--- config.mk ---
export PLATFORM = sky130hd
export DESIGN_NAME = ldbr_front
export DESIGN_NICKNAME = d
export VERILOG_FILES = /design/src/ldbr_pkg.sv /design/src/ldbr_div.sv /design/src/ldbr_front.sv
export SDC_FILE = /design/constraint.sdc
export NUM_CORES = 1
export LEC_CHECK = 0
export BUFFER_PORTS_ARGS = -buffer_cell sky130_fd_sc_hd__buf_2
export CAP_MARGIN = 20
export CELL_PAD_IN_SITES_DETAIL_PLACEMENT = 0
export CELL_PAD_IN_SITES_GLOBAL_PLACEMENT = 1
export CORE_AREA = 2 2 149 261
export DETAILED_ROUTE_END_ITERATION = 16
export DIE_AREA = 0 0 151 263
export PLACE_DENSITY = 0.94
export SYNTH_ARGS = -nofsm -noshare
export SYNTH_HDL_FRONTEND = slang
export SYNTH_HIERARCHICAL = 1
export SYNTH_SLANG_ARGS = --single-unit
export TNS_END_PERCENT = 20
--- constraint.sdc ---
create_clock -name clk -period 7.26 [get_ports clk]
set_input_delay 0 -clock clk [delete_from_list [all_inputs] [get_ports clk]]
set_output_delay 0 -clock clk [all_outputs]
set_load 0.01 [all_outputs]
--- src/ldbr_pkg.sv ---
package ldbr_pkg;

    localparam int MODE_W    = 2;
    localparam int Z_W       = 32;
    localparam int RADIUS_W  = 31;
    localparam int IDX_W     = 16;
    localparam int SEL_W     = 10;
    localparam int DEPTH_W   = 32;
    localparam int BIN_IDX_W = 16;   // holds any bin number up to the largest table
    localparam int ENTRY_W   = 2 * IDX_W;

    localparam logic [IDX_W-1:0]   EMPTY_MIN       = 16'hFFFF;
    localparam logic [IDX_W-1:0]   EMPTY_MAX       = 16'h0000;
    localparam logic [ENTRY_W-1:0] BIN_EMPTY       = 32'hFFFF0000;
    localparam logic [DEPTH_W-1:0] BIN_DEPTH_RESET = 32'd65536;

    // Register index as decoded from the configuration address.
    localparam logic REG_BIN_DEPTH = 1'b0;

    localparam int CMDQ_DEPTH = 2;
    localparam int CMDQ_PTR_W = 1;
    localparam int CMDQ_CNT_W = 2;

    typedef enum logic [MODE_W-1:0] {
        MODE_CLEAR  = 2'd0,
        MODE_INSERT = 2'd1,
        MODE_READ   = 2'd2,
        MODE_NONE   = 2'd3
    } mode_t;

    typedef struct packed {
        mode_t                op;
        logic [BIN_IDX_W-1:0] lo;
        logic [BIN_IDX_W-1:0] hi;
        logic [IDX_W-1:0]     idx;
        logic [SEL_W-1:0]     sel;
    } cmd_t;

    typedef enum logic {
        F_IDLE,
        F_DIV
    } front_state_t;

    typedef enum logic [2:0] {
        B_INIT,
        B_IDLE,
        B_CLEAR,
        B_WALK,
        B_DONE
    } back_state_t;

endpackage

--- src/ldbr_div.sv ---
module ldbr_div (
    input  logic                          clk,
    input  logic                          rst_n,
    input  logic                          start,
    input  logic [ldbr_pkg::DEPTH_W-1:0]  dividend,
    input  logic [ldbr_pkg::DEPTH_W-1:0]  divisor,
    output logic                          busy,
    output logic [ldbr_pkg::DEPTH_W-1:0]  quotient
);

    import ldbr_pkg::*;

    localparam int CNT_W = $clog2(DEPTH_W + 1);

    logic [CNT_W-1:0]   cnt_reg, cnt_next;
    logic [DEPTH_W-1:0] rem_reg, rem_next;
    logic [DEPTH_W-1:0] quo_reg, quo_next;
    logic [DEPTH_W-1:0] div_reg;
    logic [DEPTH_W:0]   shifted;
    logic [DEPTH_W+1:0] trial;
    logic               fits;

    // Restoring division, one quotient bit per cycle, MSB first.
    always_comb
    begin
        shifted  = {rem_reg, quo_reg[DEPTH_W-1]};
        trial    = {1'b0, shifted} - {2'b00, div_reg};
        fits     = ~trial[DEPTH_W+1];
        cnt_next = cnt_reg;
        rem_next = rem_reg;
        quo_next = quo_reg;
        if (start)
        begin
            cnt_next = CNT_W'(DEPTH_W);
            rem_next = '0;
            quo_next = dividend;
        end
        else if (cnt_reg != '0)
        begin
            cnt_next = cnt_reg - 1'b1;
            rem_next = fits ? trial[DEPTH_W-1:0] : shifted[DEPTH_W-1:0];
            quo_next = {quo_reg[DEPTH_W-2:0], fits};
        end
    end

    always_ff @(posedge clk or negedge rst_n)
    begin
        if (!rst_n)
        begin
            cnt_reg <= '0;
        end
        else
        begin
            cnt_reg <= cnt_next;
        end
    end

    always_ff @(posedge clk)
    begin
        rem_reg <= rem_next;
        quo_reg <= quo_next;
        if (start)
        begin
            div_reg <= divisor;
        end
    end

    assign busy     = (cnt_reg != '0);
    assign quotient = quo_reg;

endmodule

--- src/ldbr_front.sv ---
module ldbr_front #(
    parameter int BIN_COUNT = 1024
) (
    input  logic                                clk,
    input  logic                                rst_n,
    input  logic                                push,
    input  logic [ldbr_pkg::MODE_W-1:0]         mode,
    input  logic signed [ldbr_pkg::Z_W-1:0]     view_z,
    input  logic [ldbr_pkg::RADIUS_W-1:0]       radius,
    input  logic [ldbr_pkg::IDX_W-1:0]          light_index,
    input  logic [ldbr_pkg::SEL_W-1:0]          bin_select,
    input  logic [ldbr_pkg::DEPTH_W-1:0]        bin_depth,
    input  logic                                hold,
    input  logic                                cq_full,
    output logic                                full,
    output logic                                cq_push,
    output ldbr_pkg::cmd_t                      cq_data
);

    import ldbr_pkg::*;

    localparam logic [DEPTH_W-1:0] LAST_BIN = DEPTH_W'(BIN_COUNT - 1);

    front_state_t         state_reg, state_next;
    logic [IDX_W-1:0]     idx_reg;
    logic                 near_neg_reg, far_neg_reg;
    logic signed [Z_W+1:0] z_ext, r_ext, neg_z, near_d, far_d;
    logic [DEPTH_W-1:0]   step;
    logic [DEPTH_W-1:0]   near_q, far_q;
    logic                 near_busy, far_busy;
    logic                 accept, start;

    function automatic logic [BIN_IDX_W-1:0] to_bin(input logic neg,
                                                    input logic [DEPTH_W-1:0] q);
        logic [BIN_IDX_W-1:0] b;
        if (neg)
            b = '0;
        else if (q > LAST_BIN)
            b = LAST_BIN[BIN_IDX_W-1:0];
        else
            b = q[BIN_IDX_W-1:0];
        return b;
    endfunction

    // Near and far depth are exact 34-bit values; any non-negative one fits 32 bits.
    always_comb
    begin
        z_ext  = {{2{view_z[Z_W-1]}}, view_z};
        r_ext  = {3'b000, radius};
        neg_z  = -z_ext;
        near_d = neg_z - r_ext;
        far_d  = neg_z + r_ext;
        step   = (bin_depth == '0) ? DEPTH_W'(1) : bin_depth;
    end

    assign full   = (state_reg != F_IDLE) || cq_full || hold;
    assign accept = push && !full;
    assign start  = accept && (mode_t'(mode) == MODE_INSERT);

    ldbr_div u_div_near (
        .clk      (clk),
        .rst_n    (rst_n),
        .start    (start),
        .dividend (near_d[DEPTH_W-1:0]),
        .divisor  (step),
        .busy     (near_busy),
        .quotient (near_q)
    );

    ldbr_div u_div_far (
        .clk      (clk),
        .rst_n    (rst_n),
        .start    (start),
        .dividend (far_d[DEPTH_W-1:0]),
        .divisor  (step),
        .busy     (far_busy),
        .quotient (far_q)
    );

    always_comb
    begin
        state_next = state_reg;
        case (state_reg)
            F_IDLE:
            begin
                if (start)
                    state_next = F_DIV;
            end
            F_DIV:
            begin
                if (!near_busy && !far_busy && !cq_full)
                    state_next = F_IDLE;
            end
            default:
            begin
                state_next = F_IDLE;
            end
        endcase
    end

    always_comb
    begin
        cq_push = 1'b0;
        cq_data = '{op: mode_t'(mode), lo: '0, hi: '0, idx: light_index, sel: bin_select};
        case (state_reg)
            F_IDLE:
            begin
                cq_push = accept && !start;
            end
            F_DIV:
            begin
                cq_push = !near_busy && !far_busy && !cq_full;
                cq_data = '{op: MODE_INSERT,
                            lo: to_bin(near_neg_reg, near_q),
                            hi: to_bin(far_neg_reg, far_q),
                            idx: idx_reg,
                            sel: '0};
            end
            default:
            begin
                cq_push = 1'b0;
            end
        endcase
    end

    always_ff @(posedge clk or negedge rst_n)
    begin
        if (!rst_n)
        begin
            state_reg <= F_IDLE;
        end
        else
        begin
            state_reg <= state_next;
        end
    end

    always_ff @(posedge clk)
    begin
        if (start)
        begin
            idx_reg      <= light_index;
            near_neg_reg <= near_d[Z_W+1];
            far_neg_reg  <= far_d[Z_W+1];
        end
    end

endmodule

==> flow_summary.toml <==
[worst_setup_path]
worstPathRequired_ps = 7530
reg2reg_setup_slack_ps = 3360
critPathMaxFanout = 14
rr_endpoint = "u_div_far/rem_reg[13]"
critical_path_class = "input port to flip-flop"
end_kind = "flip-flop"
start_kind = "input port"
worstPathArrival_ps = 5120
reg2regPathDepth = 10
reg2reg_from = "u_div_far/div_reg[1]"

[hold_path]
min_to = "u_div_far/quotient[1]"
min_from = "radius[1]"
hp-class = "input port to flip-flop"
worstHoldPathCells = 3

[logic_synthesis]
syn_inst = 1933
synth_ff_type = "edfxtp_1"
synth-edff-count = 146
ys_ff_latch = 223
ys_types = 97
synth.area.top_cells = "edfxtp_1, ha_1, dfxtp_1, mux2_2, xnor2_1"
async_flop_share_pct = 5.83
netlist_area_um2 = 17500
yosys.area.top_type = "edfxtp_1"
syn_avg_cell_area_um2 = 9.04
yosysTopAreaCellShare_pct = 25.1
ys_seq_area_share_pct = 34.3
ys_warn_count = 6

[power]
peakVddDrop_v = 0.000154
power_density_nw_per_um2 = 357
power_leakage_nw = 8.25

[clocking]
clkLatencyLatePin_ps = 530
cts.path.max_buffers = 3
cts_setup_buffers = 0
htreeDepth = 1
ctsResizeCount = 0
numClockSinks = 223
cts_hold_buf = 53
cts_root_buf = "clkbuf_16"
cts_tree = "built"
numCtsBuffers = 22
clk_pin_slew_ps = 60

[timing]
skew_ps = 13.1
relSlewSlack_pct = 26.1
tightest_slew_ps = 1110
slew_violations = 0
setup_tns_ps = 0
fin_crit_ps = 4850
setup_viol = 0
period_share_pct = 66.8
grt_setup_unrepaired = "no"
fmax_mhz = 206
hold_violations = 0

[floorplan]
start_util_pct = 46.7
die_h_um = 263
dieWidth_um = 151
ios = 190
placementRows = 94
core_area_um2 = 37400
die_area_um2 = 39700

[routing]
routedWlPerCell_um = 19.2
ant_nets = 0
drt_wl_total_um = 49600
first_pass_iters = 7
routed_via_density = 5.81
route.vias.total = 15000
drtIter0Drc = 758
drt_drc_violations_left = 0

[final_layout]
final_cell_mix = "nor2_1, buf_2, inv_1, edfxtp_1, a21oi_1"
drive_gt1_share_pct = 17.5
fin_nets = 2349
layout_commonest_cell = "nor2_1"
finalInstanceArea_um2 = 19800
syn_to_final_growth_pct = 13.1
fill_cells = 3450

[place]
io_buffers = 177
dpl-instance-area_um2 = 18500
place_congestion = 0.933
post-dp-hpwl_um = 38300

[grt]
grt_max_degree = 68
grtUsageTotal_pct = 24.5
grt_antenna_before_repair = 1
gr-total-overflow = 0
grt_pass1_vias = 15400
grt_pass1_wl_um = 77600

[outcome]
status = "finished clean"

[run]
max_cap_viol_count = 0
==> cell type report <==
cell class	instances	area, um2	area share [%]
Inverter	159	597	3.02
Tap cell	480	601	3.04
Antenna cell	1	2.50	0.0127
Clock buffer	25	583	2.95
Clock inverter	15	189	0.956
Timing Repair Buffer	241	1500	7.58
Multi-Input combinational cell	1441	10300	52.1
Sequential cell	223	5990	30.3
==> cells in the mapped netlist, types with 10 or more instances <==
cell / n
nor2_1: 190
inv_1: 154
edfxtp_1: 146
a21oi_1: 139
ha_1: 129
nand2_1: 113
xnor2_1: 99
mux2_2: 82
clkbuf_1: 76
dfxtp_1: 64
o21ai_0: 55
a211oi_1: 50
nor3_1: 40
xor2_1: 37
nor4_1: 36
o21a_1: 33
a21o_1: 31
mux2i_1: 29
nor2b_1: 29
a31oi_1: 25
nand3_1: 25
o21bai_1: 24
nand4_1: 18
a211oi_2: 17
or3_1: 16
and3_1: 15
buf_4: 14
dfrtp_1: 13
o21ai_1: 13
nand2b_1: 12
a21oi_2: 11
o211ai_1: 11
or4_1: 11
and2_1: 10
buf_1: 10
==> metrics by stage <==
| stage | util [%] | worst slack (ps) | hold slack, ps | power (W) | cells |
|---|---|---|---|---|---|
| 2_1_floorplan | - | 1220 | -296 | 0.00498 | 1944 |
| 3_3_place_gp | 49.4 | 2260 | -102 | 0.00565 | 2491 |
| 3_5_place_dp | 49.4 | 2140 | -95.5 | 0.00575 | 2491 |
| 4_1_cts | 52.9 | 2410 | 61.6 | 0.00704 | 2584 |
| 5_1_grt | 52.9 | 1950 | 70.5 | 0.00752 | 2585 |
| 6_report | 52.9 | 2410 | 63.5 | 0.00705 | 2585 |
==> cells by family after synthesis <==
family | Yosys count | synth area share, %
other | 1 | 0.0215
XOR/XNOR | 136 | 6.81
AND/OR/NAND/NOR | 550 | 15.4
flip-flops | 223 | 34.3
buffers and inverters | 280 | 7.10
AO/OA/AOI/OAI | 498 | 19.6
multiplexers | 112 | 7.03
adder cells (fa/ha/maj) | 133 | 9.69
==> power by group <==
part	total, W	internal [W]	switching, W	leakage (nW)
clock network	0.00124	0.000724	0.000520	0.372
logic	0.00362	0.00161	0.00201	5.81
registers	0.00219	0.00187	0.000318	2.07
==> worst max-delay path, stage by stage <==
cell and delay (ps):
buf_2 110, nor3_1 420, nand3_1 240, nor3_1 530
nand2_1 140, xor2_1 180, ha_1 460, or4_1 540
or4b_1 480, a31oi_1 340, o31ai_1 170, a31oi_1 370
o21ai_1 180, o21bai_2 150, and3_1 180, a2111oi_2 50
dlygate4sd3_1 560
==> how the worst max path moves through the flow <==
stage | from | endpoint | slack [ps] | cells after the start
floorplan | state_reg | u_div_far/quotient[0] | 1220 | 7
global placement | view_z[2] | u_div_near/quotient[30] | 2260 | 18
detailed placement | view_z[2] | u_div_near/quotient[30] | 2140 | 18
CTS | view_z[2] | far_neg_reg | 2410 | 17
global route | view_z[1] | far_neg_reg | 1950 | 17
finish | view_z[1] | far_neg_reg | 2410 | 17
==> per-layer routing <==
layer / vias to the layer above / global-route usage, % / part of all wire, %
li1: 7263 / - / -
met1: 7134 / 23.3 / 34
met2: 426 / 48.3 / 56
met3: 186 / 1.91 / 2.9
met4: 0 / 16.2 / 7.2
met5: - / 0 / 0
Power figures use the tool's default switching activity.
