File: src/ldbr_pkg.sv
package ldbr_pkg;

    localparam int MODE_W    = 2;
    localparam int Z_W       = 32;
    localparam int RADIUS_W  = 31;
    localparam int IDX_W     = 16;
    localparam int SEL_W     = 10;
    localparam int DEPTH_W   = 32;
    localparam int BIN_IDX_W = 16;   // holds any bin number up to the largest table
    localparam int ENTRY_W   = 2 * IDX_W;

    localparam logic [IDX_W-1:0]   EMPTY_MIN       = 16'hFFFF;
    localparam logic [IDX_W-1:0]   EMPTY_MAX       = 16'h0000;
    localparam logic [ENTRY_W-1:0] BIN_EMPTY       = 32'hFFFF0000;
    localparam logic [DEPTH_W-1:0] BIN_DEPTH_RESET = 32'd65536;

    // Register index as decoded from the configuration address.
    localparam logic REG_BIN_DEPTH = 1'b0;

    localparam int CMDQ_DEPTH = 2;
    localparam int CMDQ_PTR_W = 1;
    localparam int CMDQ_CNT_W = 2;

    typedef enum logic [MODE_W-1:0] {
        MODE_CLEAR  = 2'd0,
        MODE_INSERT = 2'd1,
        MODE_READ   = 2'd2,
        MODE_NONE   = 2'd3
    } mode_t;

    typedef struct packed {
        mode_t                op;
        logic [BIN_IDX_W-1:0] lo;
        logic [BIN_IDX_W-1:0] hi;
        logic [IDX_W-1:0]     idx;
        logic [SEL_W-1:0]     sel;
    } cmd_t;

    typedef enum logic {
        F_IDLE,
        F_DIV
    } front_state_t;

    typedef enum logic [2:0] {
        B_INIT,
        B_IDLE,
        B_CLEAR,
        B_WALK,
        B_DONE
    } back_state_t;

endpackage

File: src/ldbr_cmdq.sv
module ldbr_cmdq (
    input  logic            clk,
    input  logic            rst_n,
    input  logic            push,
    input  ldbr_pkg::cmd_t  wdata,
    output logic            full,
    input  logic            pop,
    output ldbr_pkg::cmd_t  rdata,
    output logic            empty
);

    import ldbr_pkg::*;

    cmd_t                  q_reg [CMDQ_DEPTH];
    logic [CMDQ_PTR_W-1:0] wr_ptr_reg, rd_ptr_reg;
    logic [CMDQ_CNT_W-1:0] cnt_reg;
    logic                  do_push, do_pop;

    assign full    = (cnt_reg == CMDQ_CNT_W'(CMDQ_DEPTH));
    assign empty   = (cnt_reg == '0);
    assign do_push = push && !full;
    assign do_pop  = pop && !empty;
    assign rdata   = q_reg[rd_ptr_reg];

    always_ff @(posedge clk or negedge rst_n)
    begin
        if (!rst_n)
        begin
            wr_ptr_reg <= '0;
            rd_ptr_reg <= '0;
            cnt_reg    <= '0;
        end
        else
        begin
            if (do_push)
                wr_ptr_reg <= wr_ptr_reg + 1'b1;
            if (do_pop)
                rd_ptr_reg <= rd_ptr_reg + 1'b1;
            if (do_push && !do_pop)
                cnt_reg <= cnt_reg + 1'b1;
            else if (do_pop && !do_push)
                cnt_reg <= cnt_reg - 1'b1;
        end
    end

    always_ff @(posedge clk)
    begin
        if (do_push)
        begin
            q_reg[wr_ptr_reg] <= wdata;
        end
    end

endmodule

File: config.mk
export PLATFORM = sky130hd
export DESIGN_NAME = ldbr_cmdq
export DESIGN_NICKNAME = d
export VERILOG_FILES = /design/src/ldbr_pkg.sv /design/src/ldbr_cmdq.sv
export SDC_FILE = /design/constraint.sdc
export NUM_CORES = 1
export LEC_CHECK = 0
export BUFFER_PORTS_ARGS = -buffer_cell sky130_fd_sc_hd__buf_4
export CORE_ASPECT_RATIO = 1.1
export CORE_MARGIN = 2
export CORE_UTILIZATION = 52
export DETAILED_ROUTE_END_ITERATION = 10
export HOLD_SLACK_MARGIN = 0.08
export PLACE_DENSITY_LB_ADDON = 0.25
export SLEW_MARGIN = 20
export SYNTH_ARGS = -nofsm -noshare
export SYNTH_HDL_FRONTEND = slang
export SYNTH_SLANG_ARGS = --single-unit
File: constraint.sdc
create_clock -name clk -period 4.4 [get_ports clk]
set_clock_uncertainty 0.05 [all_clocks]
set_input_delay 0 -clock clk [delete_from_list [all_inputs] [get_ports clk]]
set_output_delay 0 -clock clk [all_outputs]
set_load 0.03 [all_outputs]
==> impl_metrics.yaml, run 1 <==
status:
  status: "finished, final reports clean"
power_and_ir_drop:
  leakage_nw: 2.870
  total_power_mw: 4.852
  irDropWorstVdd_v: 0.0004934
  power_density_mw_per_mm2: 692.4
clocking:
  cts.repair.resized: 0
  cts_sinks: 124
  clk_path_buf_depth: 2
  cts_setup_buffers: 0
  clkTransAtPathRegs_ns: 0.05
  clock_latency_ns: 0.49
  cts_htree_levels: 4
  cts_tree: "yes"
  cts_buffers: 17
  cts_root_buf: "clkbuf_8"
sta:
  max_freq_ghz: 0.4400
  setup_viol: 0
  rsz0062_at_grt: "no"
  fin_tns_setup_ns: 0
  slew_headroom_pct: 34.25
  hold_viol: 0
  slew_violations: 0
  period_needed_ns: 2.273
  fin_crit_sh_pct: 51.66
  worst_pin_slew_ns: 0.9863
  layout_setup_ws_ns: 2.127
placed_design:
  dp_slack_ns: 2.098
  place_hpwl_mm: 5.172
  gp_congestion: 0.7292
  io_buffers: 125
  placed_area_mm2: 0.005813
layout:
  drive_gt1_share_pct: 51.89
  largest_reg_flops: 120
  final_area_mm2: 0.007008
  areaGrowthSynthToFinish_pct: 45.14
  utilization_pct: 78.18
  nets: 476
  antenna_cells: 0
critical_path:
  crit_arrival_ns: 2.39
  r2r-start: "cnt_reg[0]"
  worstPathMaxFanout: 42
  cp-end-kind: "register"
  ff2ff_path_depth: 3
  worstReg2RegEnd: "q_reg[1][36]"
  worstPathRequired_ns: 4.52
  worst-setup-path-type: "register to register"
  cp-start-kind: "register"
  timing.reg2reg.setup_slack_ns: 2.13
routing:
  routed.top_layer: "met4"
  drcViolationCount: 0
  via_count: 2581
  dr_wl_met2_mm: 4.707
  met1_length_mm: 3.697
  wl_met3_um: 438
  dr.pass1.iters: 4
  postRouteAntennaNets: 0
  wl_per_cell_um: 16.64
  avgViaCountPerCell: 4.797
  routed_wl_mm: 8.955
  drtIter0Drc: 119
floorplan:
  start_util_pct: 53.87
  io_pins: 126
  rows: 36
  die_h_um: 105.1
  die-area_mm2: 0.01007
  core_area_mm2: 0.008964
  die_w_um: 95.88
yosys:
  synth-seq-area-share_pct: 76.70
  syn_avg_cell_area_um2: 23.44
  synthesis.nets: 271
  syn_inst: 206
  synth_area_mm2: 0.004828
  synthTopCellsByArea: "edfxtp_1, mux2_4, buf_12, dfrtp_1, xnor2_1"
  synth.distinct_cells: 15
  synth.top_cell.area_share_pct: 74.63
  ys_warn_count: 0
  synth_top_cell_by_area: "edfxtp_1"
  ys_ff_latch: 124
min_path:
  worstHoldEndpoint: "q_reg[0][39]"
  min_from: "wdata[39]"
  hold_class: "input pin to register"
  min_delay_path_depth: 2
global_route:
  track_usage_pct: 18.73
  grt_overflow: 0
  grt_pass1_vias: 2698
  grt_pass1_wl_mm: 13.49
  antenna_found_initial: 0
  grt_max_degree: 62
run:
  maxCapViolations: 0
[worst max path at each step]
stage	from	to	slack, ns	depth (start not counted)
6_report	cnt_reg[0]	q_reg[1][36]	2.13	3
5_1_grt	cnt_reg[0]	q_reg[1][31]	1.96	3
4_1_cts	rd_ptr_reg	rdata[37]	2.01	2
3_5_place_dp	cnt_reg[0]	q_reg[1][32]	2.10	3
3_3_place_gp	cnt_reg[0]	q_reg[1][33]	2.14	3
2_1_floorplan	cnt_reg[0]	q_reg[0][0]	0.71	3
[what timing repair did]
action                                 CTS  global route
endpoints found under the hold margin  141             0
hold buffers                            64             0
setup endpoints to repair                0             0
[cells in the final DEF (no fill, tap or decap)]
master	instances
and3_2	1
buf_16	1
buf_4	128
bufinv_16	1
clkbuf_1	4
clkbuf_16	16
clkbuf_8	3
clkinv_2	8
dfrtp_1	3
dfrtp_4	1
dlygate4sd3_1	64
edfxtp_1	120
ha_1	1
inv_1	2
mux2_2	1
mux2_4	59
nand2_1	1
nand2b_1	1
nor2_1	2
nor2_4	1
o21ai_1	1
xnor2_1	3
xor2_1	2
[metal layers]
layer | global-route usage, % | vias to the layer above
li1 | - | 1222
met1 | 22.19 | 1262
met2 | 30.27 | 89
met3 | 7.498 | 8
met4 | 7.449 | 0
met5 | 0 | -
[cell usage after synthesis (all sizes together)]
| cell | n |
|---|---|
| xor2 | 2 |
| and3 | 1 |
| buf | 7 |
| nor2 | 3 |
| nand2 | 1 |
| o21ai | 1 |
| edfxtp | 120 |
| nand2b | 1 |
| inv | 2 |
| xnor2 | 3 |
| dfrtp | 4 |
| mux2 | 60 |
| ha | 1 |
[power breakdown]
group	internal, mW	switching, mW
logic	0.864	1.01
clock network	0.769	0.442
registers	1.62	0.147
total	3.26	1.60
[stage by stage]
| step | hold WS (ns) | cells |
|---|---|---|
| after detailed placement | -0.2507 | 441 |
| after global placement | -0.2528 | 441 |
| final | 0.1823 | 538 |
| after CTS | 0.1458 | 537 |
| after global routing | 0.1457 | 538 |
| after floorplan | -0.3456 | 206 |
[area by class of cell]
type                       instances  area [um^2]
sequential                       124         3707
clock buffer                      23        456.7
tap                              114        142.6
clock inverter                     9        70.07
inverter                           2        7.507
timing repair buffer             193         1629
multi-input combinational         73        994.7
fill                             486         1956
[cell families after synthesis]
family,Yosys count,synth area share (%)
simple gates,6,0.5702
flops,124,76.70
compound gates,1,0.1036
buf+inv,9,2.877
fa+ha+maj,1,0.2591
xor+xnor,5,0.9071
mux,60,18.58
[worst max-delay path: stages, from the launching register on]
cell	delay, ns
dfrtp_1	0.42
nand2b_1	0.17
and3_2	0.86
buf_4	0.43
Note: power is estimated with default switching activity, not from simulation.
==> run 2, diff against run 1 <==
Clock period 4.4 ns to 2.2 ns, I/O delays scaled along.
==> run 2 against run 1 <==
Effect of this change: via count grew 0.19%; cell area is 1.4% higher; worst setup slack lost 1.9 ns; critical path type is now register to primary output; critical path depth unchanged; count of clock-buffer cells in the layout shrank 5; sequential share of layout area decreased by 0.75 points; highest routed layer unchanged; register-to-register slack worse by 1.5 ns.
==> impl_metrics.yaml, run 2 (synthesized netlist as in run 1, its figures left out) <==
routing:
  dr.pass1.iters: 5
  avgViaCountPerCell: 4.807
  drtIter0Drc: 144
  wl_per_cell_um: 16.63
  drcViolationCount: 0
  via_count: 2586
  postRouteAntennaNets: 0
  routed_wl_mm: 8.949
global_route:
  grt_overflow: 0
  grt_pass1_vias: 2822
  grt_max_degree: 40
  grt_pass1_wl_mm: 13.63
  track_usage_pct: 18.92
  antenna_found_initial: 0
clocking:
  clkTransAtPathRegs_ns: 0.05
  cts_tree: "yes"
  cts_root_buf: "clkbuf_8"
  cts_htree_levels: 4
  cts_buffers: 17
  cts_setup_buffers: 0
  cts_sinks: 124
  clock_latency_ns: 0.50
  clk_path_buf_depth: 2
power_and_ir_drop:
  irDropWorstVdd_v: 0.0009495
  leakage_nw: 2.906
  power_density_mw_per_mm2: 1420
layout:
  layout_common_cells: "buf_4, edfxtp_1, dlygate4sd3_1"
  final_area_mm2: 0.007109
  antenna_cells: 0
  drive_gt1_share_pct: 51.18
  areaGrowthSynthToFinish_pct: 47.24
  largest_reg_flops: 120
  nets: 478
  layout_commonest_cell: "buf_4"
  utilization_pct: 79.31
critical_path:
  cp-end-kind: "primary output"
  worstPathRequired_ns: 2.15
  worstPathMaxFanout: 21
  cp-start-kind: "register"
  worst-setup-path-type: "register to primary output"
  crit_arrival_ns: 1.96
floorplan:
  die-area_mm2: 0.01007
  die_h_um: 105.1
  io_pins: 126
  core_area_mm2: 0.008964
  rows: 36
  start_util_pct: 53.87
  die_w_um: 95.88
run:
  maxCapViolations: 0
sta:
  fin_tns_setup_ns: 0
  setup_viol: 0
  slew_headroom_pct: 68.53
  max_freq_ghz: 0.4978
  rsz0062_at_grt: "no"
  worst_pin_slew_ns: 0.4720
  slew_violations: 0
  fin_crit_sh_pct: 91.31
  hold_viol: 0
  period_needed_ns: 2.009
placed_design:
  gp_congestion: 0.6850
  placed_area_mm2: 0.005873
  place_hpwl_mm: 5.290
  io_buffers: 125
status:
  status: "finished, final reports clean"
min_path:
  hold_class: "input pin to register"
[run 2: cell count changes in the layout (fill, tap and decap cells not counted), sizes merged]
cell	previous run	this run
buf	129	131
clkbuf	23	18
clkinv	8	7
bufinv	1	5
[run 2: worst paths after layout]
check	start	to	slack (ns)	cells after the start
max in group asynchronous	rst_n	rd_ptr_reg	1.56	3
worst min-delay path	wdata[20]	q_reg[1][20]	0.18	2
worst max register to register	cnt_reg[0]	q_reg[1][19]	0.59	3
worst max-delay path	rd_ptr_reg	rdata[37]	0.19	3
min in group asynchronous	rst_n	wr_ptr_reg	0.35	3
worst min register to register	cnt_reg[1]	cnt_reg[1]	0.48	1
[run 2: power by group]
part | total [mW] | internal, mW | switching (mW)
Combinational | 3.81 | 1.77 | 2.04
Clock | 2.78 | 1.91 | 0.870
Sequential | 3.50 | 3.24 | 0.261
Total | 10.1 | 6.92 | 3.17
[run 2: stage by stage]
step	hold WS [ns]	setup slack [ns]	std cells	power, mW
finish	0.1776	0.1912	538	10.10
global route	0.1525	0.1086	538	10.49
CTS	0.1446	0.1495	538	10.18
detailed placement	-0.2488	0.5726	444	7.285
global placement	-0.2512	0.6157	444	7.236
floorplan	-0.3456	0.1677	206	6.267
[run 2: layout make-up]
class                           instances  area, um^2
Sequential cell                       124        3707
Fill cell                             470        1854
Timing Repair Buffer                  195        1662
Multi-Input combinational cell         73       994.7
Clock buffer                           18       417.9
Clock inverter                         12       177.7
Tap cell                              114       142.6
Inverter                                2       7.507
[run 2: worst max-delay path, cell delays in order (launching register included)]
cell     delay, ns
dfrtp_4       0.67
buf_12        0.25
mux2_2        0.35
buf_4         0.17
[run 2: metal layers]
metal | up-vias | global-route usage (%) | wire, um | share of wire [%]
met5 | - | 0 | 0 | 0
met4 | 0 | 8.061 | 131 | 1.5
met3 | 11 | 6.921 | 507 | 5.7
met2 | 90 | 32.57 | 4807 | 54
met1 | 1257 | 20.61 | 3503 | 39
li1 | 1228 | - | - | -
[run 2: timing repair]
action / CTS / global route
resized for setup: 0 / 0
hold buffers: 64 / 0
hold endpoints to repair: 128 / 0
==> run 3, diff against run 2 <==
Settings changed: CORE_UTILIZATION 52 to 30.
==> run 3 against run 2 <==
Effect of this change: total power fell by 3.7%; register-to-register slack barely moved; utilization fell by 34 points; largest power group unchanged; cell count rose by 16%; combinational power barely moved; sequential share of layout area fell by 0.22 points; first-iteration DRC count fell by 12%; highest routed layer unchanged; hold slack improved by 0.083 ns; largest cell class unchanged.
==> impl_metrics.yaml, run 3 (synthesized netlist as in run 1, its figures left out) <==
sta:
  slew_violations: 0
  slew_headroom_pct: 69.37
  layout_setup_ws_ns: 0.2122
  worst_pin_slew_ns: 0.4595
  whs_ns: 0.2609
  max_freq_ghz: 0.5031
  hold_viol: 0
  fin_crit_sh_pct: 90.35
  period_needed_ns: 1.988
  fin_tns_setup_ns: 0
  setup_viol: 0
  rsz0062_at_grt: "no"
routing:
  avgViaCountPerCell: 4.085
  dr.pass1.iters: 4
  wl_per_cell_um: 14.43
  drtIter0Drc: 127
  via_count: 2549
  drcViolationCount: 0
  postRouteAntennaNets: 0
  routed_wl_mm: 9.004
critical_path:
  crit_chain: "buf_12 -> mux2_2 -> buf_4"
  worstPathMaxFanout: 23
  crit_arrival_ns: 1.94
  worstPathRequired_ns: 2.15
  cp-end-kind: "primary output"
  worst-setup-path-type: "register to primary output"
  max_stage_delay_ns: 0.72
  cp-start-kind: "register"
  slowest_stage: "dfrtp_4"
min_path:
  hold_class: "input pin to register"
power_and_ir_drop:
  pwr-share-clk_pct: 24.8
  p_sw_mw: 3.205
  power_density_mw_per_mm2: 1362
  irDropWorstVdd_v: 0.0009811
  p_sw_share_pct: 32.95
  p_int_mw: 6.520
  leakage_nw: 2.866
  p_seq_share_pct: 36.0
  comb_power_share_pct: 39.2
clocking:
  cts_sinks: 124
  cts.repair.resized: 0
  cts_tree: "yes"
  cts_buffers: 17
  cts_htree_levels: 4
  cts_root_buf: "clkbuf_16"
  clk_path_buf_depth: 2
  hold_buffers: 64
  clkTransAtPathRegs_ns: 0.05
  cts_setup_buffers: 0
  clock_latency_ns: 0.41
layout:
  layout_common_cells: "buf_4, edfxtp_1, dlygate4sd3_1"
  areaGrowthSynthToFinish_pct: 47.86
  seqCellArea_mm2: 0.003707
  nets: 477
  largest_reg_flops: 120
  antenna_cells: 0
  fillCellCount: 1405
  layout_commonest_cell: "buf_4"
  multi_input_area_um2: 994.7
  drive_gt1_share_pct: 50.94
placed_design:
  dp_slack_ns: 0.5857
  io_buffers: 125
  place_hpwl_mm: 5.511
  gp_congestion: 0.7028
floorplan:
  die_w_um: 125.0
  rows: 48
  die-area_mm2: 0.01713
  core_area_mm2: 0.01574
  die_h_um: 137.1
  io_pins: 126
  start_util_pct: 30.69
global_route:
  grt_pass1_wl_mm: 13.75
  track_usage_pct: 10.95
  grt_max_degree: 61
  antenna_found_initial: 0
  grt_overflow: 0
  grt_pass1_vias: 2770
status:
  status: "finished, final reports clean"
run:
  maxCapViolations: 0
==> run 3: area by class of cell <==
cell class	count	share of cell area [%]
Sequential cell	124	51.93
Tap cell	200	3.505
Multi-Input combinational cell	73	13.93
Clock buffer	18	6.011
Inverter	2	0.1052
Timing Repair Buffer	194	23.34
Clock inverter	13	1.174
==> run 3: path summary, 6_finish.rpt <==
path,startpoint,end,slack (ns),cells after the start
setup / recovery,rd_ptr_reg,rdata[37],0.21,3
hold / removal,wdata[10],q_reg[1][10],0.26,2
setup reg to reg,cnt_reg[0],q_reg[0][45],0.60,4
hold reg to reg,cnt_reg[1],cnt_reg[1],0.48,1
max in group asynchronous,rst_n,rd_ptr_reg,1.45,3
min in group asynchronous,rst_n,rd_ptr_reg,0.45,3
==> run 3: power groups by stage <==
stage	Clock (mW)	Sequential (mW)	Combinational [mW]
after floorplan	0	3.40	2.86
after global placement	0	3.53	3.79
after detailed placement	0	3.56	3.79
after CTS	2.49	3.52	3.89
after global routing	2.59	3.57	4.02
final	2.41	3.50	3.81
==> run 3: routing by layer <==
metal  vias up  wire [um]  track usage, %
li1       1222          -               -
met1      1238       3727           11.69
met2        76       4630           18.81
met3        13        473           4.496
met4         0        174           5.556
met5         -          0               0
==> run 3: worst max-delay path: cells and delay by family (launching register included) <==
| family | cells | cell delay (ns) |
|---|---|---|
| flops | 1 | 0.72 |
| buf+inv | 2 | 0.45 |
| mux | 1 | 0.35 |
==> run 3: stage by stage <==
| stage | power [mW] | utilization [%] | cells | area, um^2 |
|---|---|---|---|---|
| after floorplan | 6.267 | - | 206 | 4837 |
| after global placement | 7.324 | 38.04 | 529 | 5986 |
| after detailed placement | 7.351 | 38.04 | 529 | 5986 |
| after CTS | 9.892 | 45.37 | 624 | 7139 |
| after global routing | 10.17 | 45.37 | 624 | 7139 |
| final | 9.725 | 45.37 | 624 | 7139 |
